===== config.mk =====
export PLATFORM = sky130hd
export DESIGN_NAME = fpmv_row
export DESIGN_NICKNAME = d
export VERILOG_FILES = /design/src/hdl/fpmv_pkg.sv /design/src/hdl/fpmv_row.sv
export SDC_FILE = /design/constraint.sdc
export NUM_CORES = 2
export LEC_CHECK = 0
export BUFFER_PORTS_ARGS = -buffer_cell sky130_fd_sc_hd__buf_4
export CAP_MARGIN = 10
export CORE_ASPECT_RATIO = 0.8
export CORE_MARGIN = 2
export CORE_UTILIZATION = 55
export DETAILED_ROUTE_END_ITERATION = 7
export PLACE_DENSITY_LB_ADDON = 0.05
export SETUP_SLACK_MARGIN = 0.2
export SLEW_MARGIN = 40
export SYNTH_ARGS = -nofsm -noshare
export SYNTH_HDL_FRONTEND = slang
export SYNTH_SLANG_ARGS = --single-unit

===== constraint.sdc =====
create_clock -name vclk -period 8.7
set_input_delay 0 -clock vclk [all_inputs]
set_output_delay 0 -clock vclk [all_outputs]
set_load 0.01 [all_outputs]

===== src/hdl/fpmv_pkg.sv =====
// ----------------------------------------------------------------------------
// fpmv_pkg
// Shared types and constants for the Q12 3x3 matrix by vector multiplier.
// ----------------------------------------------------------------------------
package fpmv_pkg;

    // operand and result widths
    localparam int unsigned COEF_W = 16;
    localparam int unsigned VEC_W  = 16;
    localparam int unsigned PROD_W = COEF_W + VEC_W;
    localparam int unsigned SUM_W  = PROD_W + 2;
    localparam int unsigned Q_FRAC = 12;
    localparam int unsigned MAC_W  = 21;
    localparam int unsigned IR_W   = 16;

    // configuration port geometry
    localparam int unsigned APB_DW = 32;
    localparam int unsigned APB_AW = 5;

    // saturation limits in mac width
    localparam logic signed [MAC_W-1:0] IR_MAX = 21'sd32767;
    localparam logic signed [MAC_W-1:0] IR_MIN = -21'sd32768;

    // register word indexes
    localparam logic [2:0] REG_M11_M12 = 3'd0;
    localparam logic [2:0] REG_M13_M21 = 3'd1;
    localparam logic [2:0] REG_M22_M23 = 3'd2;
    localparam logic [2:0] REG_M31_M32 = 3'd3;
    localparam logic [2:0] REG_M33     = 3'd4;

    typedef logic signed [COEF_W-1:0] t_coef;
    typedef logic signed [VEC_W-1:0]  t_comp;
    typedef logic signed [MAC_W-1:0]  t_mac;
    typedef logic signed [IR_W-1:0]   t_ir;

    // one matrix row, element 1 in the low slot
    typedef struct packed {
        t_coef c3;
        t_coef c2;
        t_coef c1;
    } t_row;

    // whole configured matrix
    typedef struct packed {
        t_row r3;
        t_row r2;
        t_row r1;
    } t_matrix;

    // one input vector
    typedef struct packed {
        t_comp z;
        t_comp y;
        t_comp x;
    } t_vec;

endpackage


===== src/hdl/fpmv_row.sv =====
// ----------------------------------------------------------------------------
// fpmv_row
// One row dot product: three 16x16 products, sum, Q12 shift and clamp.
// ----------------------------------------------------------------------------
module fpmv_row
    import fpmv_pkg::*;
(
    input  t_row  i_row,
    input  t_vec  i_vec,
    output t_mac  o_mac,
    output t_ir   o_ir
);

    logic signed [PROD_W-1:0] prod1;
    logic signed [PROD_W-1:0] prod2;
    logic signed [PROD_W-1:0] prod3;
    logic signed [SUM_W-1:0]  sum;

    // signed products
    assign prod1 = PROD_W'(i_row.c1) * PROD_W'(i_vec.x);
    assign prod2 = PROD_W'(i_row.c2) * PROD_W'(i_vec.y);
    assign prod3 = PROD_W'(i_row.c3) * PROD_W'(i_vec.z);

    // exact sum, the range never reaches the 34-bit wrap
    assign sum = SUM_W'(prod1) + SUM_W'(prod2) + SUM_W'(prod3);

    // arithmetic shift by the fraction bits, floor rounding
    assign o_mac = sum[Q_FRAC+MAC_W-1:Q_FRAC];

    // clamp to signed 16
    always_comb begin
        if (o_mac > IR_MAX) begin
            o_ir = IR_MAX[IR_W-1:0];
        end else if (o_mac < IR_MIN) begin
            o_ir = IR_MIN[IR_W-1:0];
        end else begin
            o_ir = o_mac[IR_W-1:0];
        end
    end

endmodule


==> impl_metrics.env <==
export IMPL_status="completed"
export IMPL_synthAdderAreaFrac=0.6832
export IMPL_gp_congestion=0.9136
export IMPL_vias=20200
export IMPL_syn_nets=4422
export IMPL_drt_iter0_markers=1003
export IMPL_area_growth_synth_to_final_pct=5.704
export IMPL_nFillCells=4976
export IMPL_grt_max_degree=18
export IMPL_first_pass_iters=5
export IMPL_yosysWarnings=0
export IMPL_start_util=0.5537
export IMPL_hold_path_class="in -> out"
export IMPL_diodes=0
export IMPL_synth_compound_area_frac=0.02058
export IMPL_syn_avg_cell_area_um2=9.454
export IMPL_synthMuxAreaShare=0.0006584
export IMPL_finalNetCount=4479
export IMPL_netlist_area_mm2=0.03041
export IMPL_synthSimpleGateAreaFrac=0.1386
export IMPL_die_area_mm2=0.05719
export IMPL_dieHeight_um=214.3
export IMPL_core_rowCount=77
export IMPL_dp_hpwl_um=65190
export IMPL_fin_crit_sh=0.9392
export IMPL_start_kind="primary input"
export IMPL_hold_viol=0
export IMPL_vias_per_cell=5.072
export IMPL_worst_pin_slew_ns=0.5803
export IMPL_setup_violations=0
export IMPL_path_max_fanout=16
export IMPL_synthXorXnorAreaFrac=0.01490
export IMPL_cts_hold_fix_buffers=0
export IMPL_drv_slew=0
export IMPL_fin_util=0.5853
export IMPL_antenna_found_initial=0
export IMPL_crit_path_end_kind="output port"
export IMPL_arrival_ns=8.17
export IMPL_synth_cells=3216
export IMPL_yosysSeqAreaShare=0
export IMPL_required_ns=8.70
export IMPL_nClkBuffers=0
export IMPL_drc=0
export IMPL_synth_top_family_by_area="adder cells"
export IMPL_crit_type="in -> out"
export IMPL_final_setup_tns_ns=0
export IMPL_drive_gt1_frac=0.05961
export IMPL_grt_pass1_wl_um=120400
export IMPL_fmaxAchievable_ghz=0.1224
export IMPL_io_pins=133
export IMPL_post_drt_wl_per_cell_um=18.02
export IMPL_max_slew_margin=0.6090
export IMPL_finalCriticalPeriod_ns=8.171
export IMPL_rsz0062_at_grt="no"
export IMPL_grt_overflow=0
export IMPL_seq_area_um2=0
export IMPL_grt_pass1_vias=23190
export IMPL_core_area_mm2=0.05492
export IMPL_synth_cell_types=53
export IMPL_seq_cell_count=0
export IMPL_holdWs_ns=1.002
export IMPL_cap_violations=0
export IMPL_die_width_um=266.9
export IMPL_track_usage=0.2717
export IMPL_antenna_left=0
export IMPL_wl_um=71750
export IMPL_multi_input_comb_area_mm2=0.02613
export IMPL_port_buffers=133
[area by class of cell]
cell class                 count  area share
multi-input combinational   2068      0.8131
inverter                    1048      0.1226
timing repair buffer         155     0.03656
tap                          711     0.02768
[path summary, 6_finish.rpt]
kind | end | slack, ns | depth (start not counted) | start
hold / removal | o_mac[0] | 1.00 | 7 | i_row[0]
setup / recovery | o_ir[0] | 0.53 | 28 | i_vec[32]
[metal layers]
layer  vias to the layer above  wire length, um  global-route usage
li1                       8966                -                   -
met3                       103             2801             0.01677
met2                       489            37670              0.4847
met4                         0             2548             0.07491
met1                     10640            28730              0.3612
met5                         -                0                   0
[cells in the final DEF (no fill, tap or decap), types with 3 or more instances in the layout]
master | Yosys | routed
o21a_1 | 4 | 4
ha_1 | 193 | 193
fa_1 | 917 | 912
and2_1 | 360 | 358
nand2_1 | 375 | 373
o21ai_1 | 3 | 5
a31oi_1 | 4 | 4
nor2_1 | 24 | 24
fa_2 | 0 | 5
nand4_1 | 3 | 3
o21ai_0 | 21 | 19
nand3_1 | 4 | 4
buf_6 | 1 | 3
nand2b_1 | 26 | 26
o21ai_2 | 11 | 11
xnor2_1 | 35 | 35
a211oi_1 | 4 | 4
a21oi_1 | 12 | 12
nor2b_1 | 18 | 18
inv_1 | 1047 | 1044
a21o_1 | 6 | 6
xor2_1 | 13 | 13
buf_4 | 1 | 152
[worst max-delay path, cell delays in order]
cell and delay [ns]:
buf_4 0.21, nand2_8 0.14, buf_4 0.20, fa_1 0.53, fa_1 0.56, inv_1 0.05
fa_1 0.49, inv_1 0.06, fa_1 0.53, inv_1 0.05, fa_1 0.48, fa_1 0.60
fa_1 0.45, fa_1 0.49, inv_1 0.05, fa_1 0.47, inv_1 0.04, ha_1 0.38
a21oi_1 0.15, and2_1 0.23, a32oi_4 0.34, nand4_4 0.23, nor4b_4 0.20, nor4b_4 0.47
a41oi_2 0.19, buf_6 0.22, o21ai_0 0.17, buf_4 0.15
[kinds of logic after synthesis]
group,Yosys count
compound gates,82
xor+xnor,50
fa+ha+maj,1110
buf+inv,1148
mux,2
simple gates,824
[cells in the mapped netlist, types with 3 or more instances]
cell      instances  area share
a211oi_1          4     0.00099
a21o_1            6      0.0015
a21oi_1          12      0.0020
a31oi_1           4     0.00082
and2_1          360       0.074
clkbuf_1         97       0.012
fa_1            917        0.60
ha_1            193       0.079
inv_1          1047        0.13
nand2_1         375       0.046
nand2b_1         26      0.0053
nand3_1           4     0.00066
nand4_1           3     0.00062
nor2_1           24      0.0030
nor2b_1          18      0.0037
o21a_1            4     0.00099
o21ai_0          21      0.0035
o21ai_1           3     0.00049
o21ai_2          11      0.0032
xnor2_1          35       0.010
xor2_1           13      0.0037
[repair_timing]
action | 4_1_cts | 5_1_grt
pin swaps | 0 | 5
setup buffers | 0 | 10
cloned | 0 | 1
endpoints found under the setup margin | 15 | 15
resized for setup | 3 | 20
[per-stage QoR]
step	instances	cell area, um^2	worst slack, ns
2_1_floorplan	3216	30410	0.8618
3_5_place_dp	3971	31990	0.1088
6_report	3982	32140	0.5293
3_3_place_gp	3971	31990	0.2040
4_1_cts	3971	32000	0.2565
5_1_grt	3982	32140	0.1780
Power is not shown: default switching activity piles up to over one toggle a cycle in this logic, so the estimate is an artifact.
