$ cat src/hdl/fpmv_pkg.sv
// ----------------------------------------------------------------------------
// fpmv_pkg
// Shared types and constants for the Q12 3x3 matrix by vector multiplier.
// ----------------------------------------------------------------------------
package fpmv_pkg;

    // operand and result widths
    localparam int unsigned COEF_W = 16;
    localparam int unsigned VEC_W  = 16;
    localparam int unsigned PROD_W = COEF_W + VEC_W;
    localparam int unsigned SUM_W  = PROD_W + 2;
    localparam int unsigned Q_FRAC = 12;
    localparam int unsigned MAC_W  = 21;
    localparam int unsigned IR_W   = 16;

    // configuration port geometry
    localparam int unsigned APB_DW = 32;
    localparam int unsigned APB_AW = 5;

    // saturation limits in mac width
    localparam logic signed [MAC_W-1:0] IR_MAX = 21'sd32767;
    localparam logic signed [MAC_W-1:0] IR_MIN = -21'sd32768;

    // register word indexes
    localparam logic [2:0] REG_M11_M12 = 3'd0;
    localparam logic [2:0] REG_M13_M21 = 3'd1;
    localparam logic [2:0] REG_M22_M23 = 3'd2;
    localparam logic [2:0] REG_M31_M32 = 3'd3;
    localparam logic [2:0] REG_M33     = 3'd4;

    typedef logic signed [COEF_W-1:0] t_coef;
    typedef logic signed [VEC_W-1:0]  t_comp;
    typedef logic signed [MAC_W-1:0]  t_mac;
    typedef logic signed [IR_W-1:0]   t_ir;

    // one matrix row, element 1 in the low slot
    typedef struct packed {
        t_coef c3;
        t_coef c2;
        t_coef c1;
    } t_row;

    // whole configured matrix
    typedef struct packed {
        t_row r3;
        t_row r2;
        t_row r1;
    } t_matrix;

    // one input vector
    typedef struct packed {
        t_comp z;
        t_comp y;
        t_comp x;
    } t_vec;

endpackage

$ cat src/hdl/fpmv_cfg.sv
// ----------------------------------------------------------------------------
// fpmv_cfg
// APB register file holding the nine Q12 matrix coefficients.
// ----------------------------------------------------------------------------
module fpmv_cfg
    import fpmv_pkg::*;
(
    input  logic              i_clk,
    input  logic              i_rst_n,
    input  logic              psel,
    input  logic              penable,
    input  logic              pwrite,
    input  logic [APB_AW-1:0] paddr,
    input  logic [APB_DW-1:0] pwdata,
    output logic [APB_DW-1:0] prdata,
    output logic              pready,
    output t_matrix           o_matrix
);

    logic [31:0] r_m11_m12;
    logic [31:0] r_m13_m21;
    logic [31:0] r_m22_m23;
    logic [31:0] r_m31_m32;
    logic [15:0] r_m33;
    logic        wr_en;
    logic [2:0]  reg_idx;

    assign pready  = 1'b1;
    assign wr_en   = psel & penable & pwrite;
    assign reg_idx = paddr[4:2];

    // register writes, indexes past the list are dropped
    always_ff @(posedge i_clk) begin
        if (!i_rst_n) begin
            r_m11_m12 <= '0;
            r_m13_m21 <= '0;
            r_m22_m23 <= '0;
            r_m31_m32 <= '0;
            r_m33     <= '0;
        end else if (wr_en) begin
            unique case (reg_idx)
                REG_M11_M12: r_m11_m12 <= pwdata;
                REG_M13_M21: r_m13_m21 <= pwdata;
                REG_M22_M23: r_m22_m23 <= pwdata;
                REG_M31_M32: r_m31_m32 <= pwdata;
                REG_M33:     r_m33     <= pwdata[15:0];
                default: ;
            endcase
        end
    end

    // read mux
    always_comb begin
        unique case (reg_idx)
            REG_M11_M12: prdata = r_m11_m12;
            REG_M13_M21: prdata = r_m13_m21;
            REG_M22_M23: prdata = r_m22_m23;
            REG_M31_M32: prdata = r_m31_m32;
            REG_M33:     prdata = {16'h0000, r_m33};
            default:     prdata = '0;
        endcase
    end

    // unpack the halves into matrix elements
    assign o_matrix.r1.c1 = r_m11_m12[15:0];
    assign o_matrix.r1.c2 = r_m11_m12[31:16];
    assign o_matrix.r1.c3 = r_m13_m21[15:0];
    assign o_matrix.r2.c1 = r_m13_m21[31:16];
    assign o_matrix.r2.c2 = r_m22_m23[15:0];
    assign o_matrix.r2.c3 = r_m22_m23[31:16];
    assign o_matrix.r3.c1 = r_m31_m32[15:0];
    assign o_matrix.r3.c2 = r_m31_m32[31:16];
    assign o_matrix.r3.c3 = r_m33;

endmodule

$ cat config.mk
export PLATFORM = sky130hd
export DESIGN_NAME = fpmv_cfg
export DESIGN_NICKNAME = d
export VERILOG_FILES = /design/src/hdl/fpmv_pkg.sv /design/src/hdl/fpmv_cfg.sv
export SDC_FILE = /design/constraint.sdc
export NUM_CORES = 1
export LEC_CHECK = 0
export BUFFER_PORTS_ARGS = -buffer_cell sky130_fd_sc_hd__buf_2
export CORE_MARGIN = 2
export CORE_UTILIZATION = 55
export DETAILED_ROUTE_END_ITERATION = 16
export GPL_TIMING_DRIVEN = 0
export HOLD_SLACK_MARGIN = 0.06
export PLACE_DENSITY = 0.86
export SYNTH_ARGS = -nofsm -noshare
export SYNTH_HDL_FRONTEND = slang
export SYNTH_SLANG_ARGS = --single-unit
export TNS_END_PERCENT = 5
$ cat constraint.sdc
create_clock -name i_clk -period 2.6 [get_ports i_clk]
set_input_delay 0.13 -clock i_clk [delete_from_list [all_inputs] [get_ports i_clk]]
set_output_delay 0.13 -clock i_clk [all_outputs]
set_load 0.03 [all_outputs]
==> summary.txt <==
Logic synthesis
  – Mux cell area share after synthesis: 0.306
  – Ys flop type: dfxtp_1
  – Post-Synth Simple-Gate Area: 0.136
  – Synth cell types: 25
  – Mapped cell area: 0.00651 mm2
  – Asr flop ratio synth: 0
  – Synth Register Bits: 144
  – Synth Area in Adders: 0
  – Synth Net Count: approximately 670
  – Synth Area in Compound Gates: 0.0522
  – Register area share after synthesis: 0.442
  – Synth Area in XOR/XNOR: 0
  – Synth warnings: 0
  – Cells after Synth: around 630
  – Number of flops mapped to enable cells by yosys: 0
  – Synth Area per Inst: 10.4 um2
  – Main combinational cell family by area after synthesis: multiplexers

Clock tree
  – # H-tree levels: 4
  – Clk sink count: 144
  – CTS clk-pin slew, worst paths: ~70 ps
  – CTS tree: yes
  – Clock buffer count from CTS: 17
  – Max clock buf depth: 2
  – Root buffer cell: clkbuf_16
  – Clk Latency, worst-skew pair: 410 ps

Placement
  – Port bufs: 212
  – Placed cell area: 0.00775 mm2
  – Placed insts: ~980
  – Placer congestion estimate: 0.803
  – Hpwl dp: 14000 um

Timing
  – Max Fclk: 557 MHz
  – RSZ-0062 raised after global routing: no
  – # setup viols final: 0
  – Max transition margin: 0.501
  – Setup TNS: 0 ps
  – Fin. Hold Viols: 0
  – Final period util: 0.691
  – Clock Skews: 0 ps
  – Fin. max-slew vios: 0
  – Fin crit period: 1800 ps
  – Worst slew pin tran: 749 ps

Critical path
  – WP data arrival: approximately 1700 ps
  – CP endpoint kind: output pin
  – R2R depth: 2
  – Cell Chain, Critical Path: buf_4 -> buf_6 -> clkbuf_1 -> a22oi_1 -> o22ai_1 -> buf_2
  – CP peak stage delay: 540 ps
  – Startpoint types: input port
  – CP required: 2470 ps
  – Worst R2R Setup Slack: 1860 ps
  – Worst flop-to-flop path startpoint: r_m11_m12[7]
  – CP max-delay cell: clkbuf_1
  – Critical path peak fanout: 10
  – CP Class: input port to output pin
  – Reg-to-Reg End: r_m11_m12[7]

Global routing
  – Initial antenna violation count: 3
  – GR Util met2: 0.518
  – GRT Total Usage: 0.321
  – Met3 Usage GRT: 0.0761
  – Grt met1 use: 0.410
  – First-pass GRT wire length: 31500 um
  – Busiest grt layer: met2
  – Global route overflow: 0
  – Vias in the first global route: 5820
  – Largest net degree at the start of global routing: 17

Final layout
  – Commonest non-fill, non-tap cell in the layout: buf_2
  – Post-Layout Cell Count: 1024
  – Fin nets: 909
  – Area Overhead vs Synth: 29.2%
  – Fin util: 0.734
  – Layout cells sized above 1: 0.353
  – Fill count: 827
  – Commonest non-fill, non-tap cells in the layout: 219 x buf_2, 177 x nand2_1, 146 x mux2i_1
  – Post-route cell area: 0.00842 mm2

Routing
  – Drt wl/cell: 20.0 um
  – DRT Pass-1 Iters: 5
  – Drt total wl: 20500 um
  – Vias/cell: 5.73
  – DR iter-0 viols: 509
  – Via count: ~5900
  – Routed Antenna Nets: 0
  – Drc violations: 0

Floorplanning
  – Core Area: 0.0115 mm2
  – Cell row count: 39
  – I/O pins: 219
  – Chip Width: about 110 um
  – Starting Density: 0.568
  – Die area: 0.0127 mm2
  – Die H: 113 um

Pwr
  – Peak supply drop: 0.380 mV
  – Pwr/cell area: 589 mW/mm2
  – Leakage power: 3.58 nW

Job
  – Max Cap Viol: 0

Min path
  – HP Start: pwdata[22]
  – Hold Path Class: input port to flip-flop
  – Worst Hold End: r_m31_m32[22]
  – Worst Hold Path Cells: 3

Run status
  – Status: finished, final reports clean
==> registers in the layout, indices dropped and copies added (netlist names) <==
name       count
r_m31_m32     32
r_m22_m23     32
r_m11_m12     32
r_m33         16
r_m13_m21     32
==> critical path: cells and delay by family <==
kind / cells / cell delay (ps)
buffers and inverters: 4 / 1180
AOI/OAI and AO/OA: 2 / 350
==> cells by family (layout without fill, tap and decap cells) <==
kind of cell	count (synthesis)	after routing
buffers and inverters	54	306
DFF	144	144
muxes	177	177
other	1	3
AOI/OAI and AO/OA	48	48
and+or+nand+nor	203	203
==> synthesized netlist by cell type (2+ instances only) <==
library cell / number / area [um2]
mux2_2: 15 / 169
nor3_4: 2 / 32.5
mux2i_1: 146 / 1460
nor2b_1: 17 / 106
dfxtp_1: 144 / 2880
buf_6: 12 / 135
nor2_4: 2 / 22.5
buf_1: 6 / 22.5
mux4_2: 16 / 360
buf_4: 4 / 30.0
nor3b_2: 2 / 25.0
buf_12: 5 / 100
a22oi_1: 30 / 225
nand2_1: 177 / 664
buf_2: 7 / 35.0
clkbuf_1: 19 / 71.3
o22ai_1: 15 / 93.8
==> cell type report <==
cell class,instances,area [um2],share of cell area
Multi-Input combinational cell,429,3220,0.383
Sequential cell,144,2880,0.342
Timing Repair Buffer,221,1150,0.137
Clock buffer,18,439,0.0522
Buffer,54,409,0.0486
Tap cell,143,179,0.0213
Clock inverter,13,129,0.0153
Antenna cell,2,5.00,0.000595
==> how the worst max path moves through the flow <==
stage / start / end / depth (start not counted)
final: paddr[3] / prdata[9] / 6
after global routing: paddr[4] / prdata[7] / 7
after CTS: paddr[2] / prdata[7] / 7
after detailed placement: paddr[3] / prdata[9] / 6
after global placement: paddr[2] / prdata[7] / 7
after floorplan: paddr[3] / prdata[0] / 6
==> per-stage QoR <==
stage                     hold WS, ps  worst slack, ps  total power [mW]
after floorplan                   338             1080              2.50
after global placement            452              847              2.63
after detailed placement          458              852              2.63
after CTS                        63.3              813              4.95
after global routing             73.5              660              5.09
final                            59.3              803              4.96
==> power by group <==
group          switching (mW)  internal, mW  total (mW)  leakage [nW]
Sequential             0.0134          2.22        2.24          1.16
Combinational           0.252         0.116       0.367          2.15
Clock                    1.00          1.35        2.35         0.274
Total                    1.27          3.69        4.96          3.58
==> per-layer routing <==
metal | vias up | part of all wire | wire length [um]
li1 | 2669 | - | -
met1 | 2831 | 0.41 | 8380
met2 | 318 | 0.48 | 9910
met3 | 45 | 0.080 | 1650
met4 | 2 | 0.026 | 530
met5 | - | 0.00063 | 13
==> timing repair <==
| action | CTS | global route |
|---|---|---|
| setup buffers | 0 | 0 |
| gates resized for setup | 0 | 0 |
| hold buffers | 9 | 0 |
| hold endpoints to repair | 28 | 0 |
Note: power is estimated with default switching activity, not from simulation.
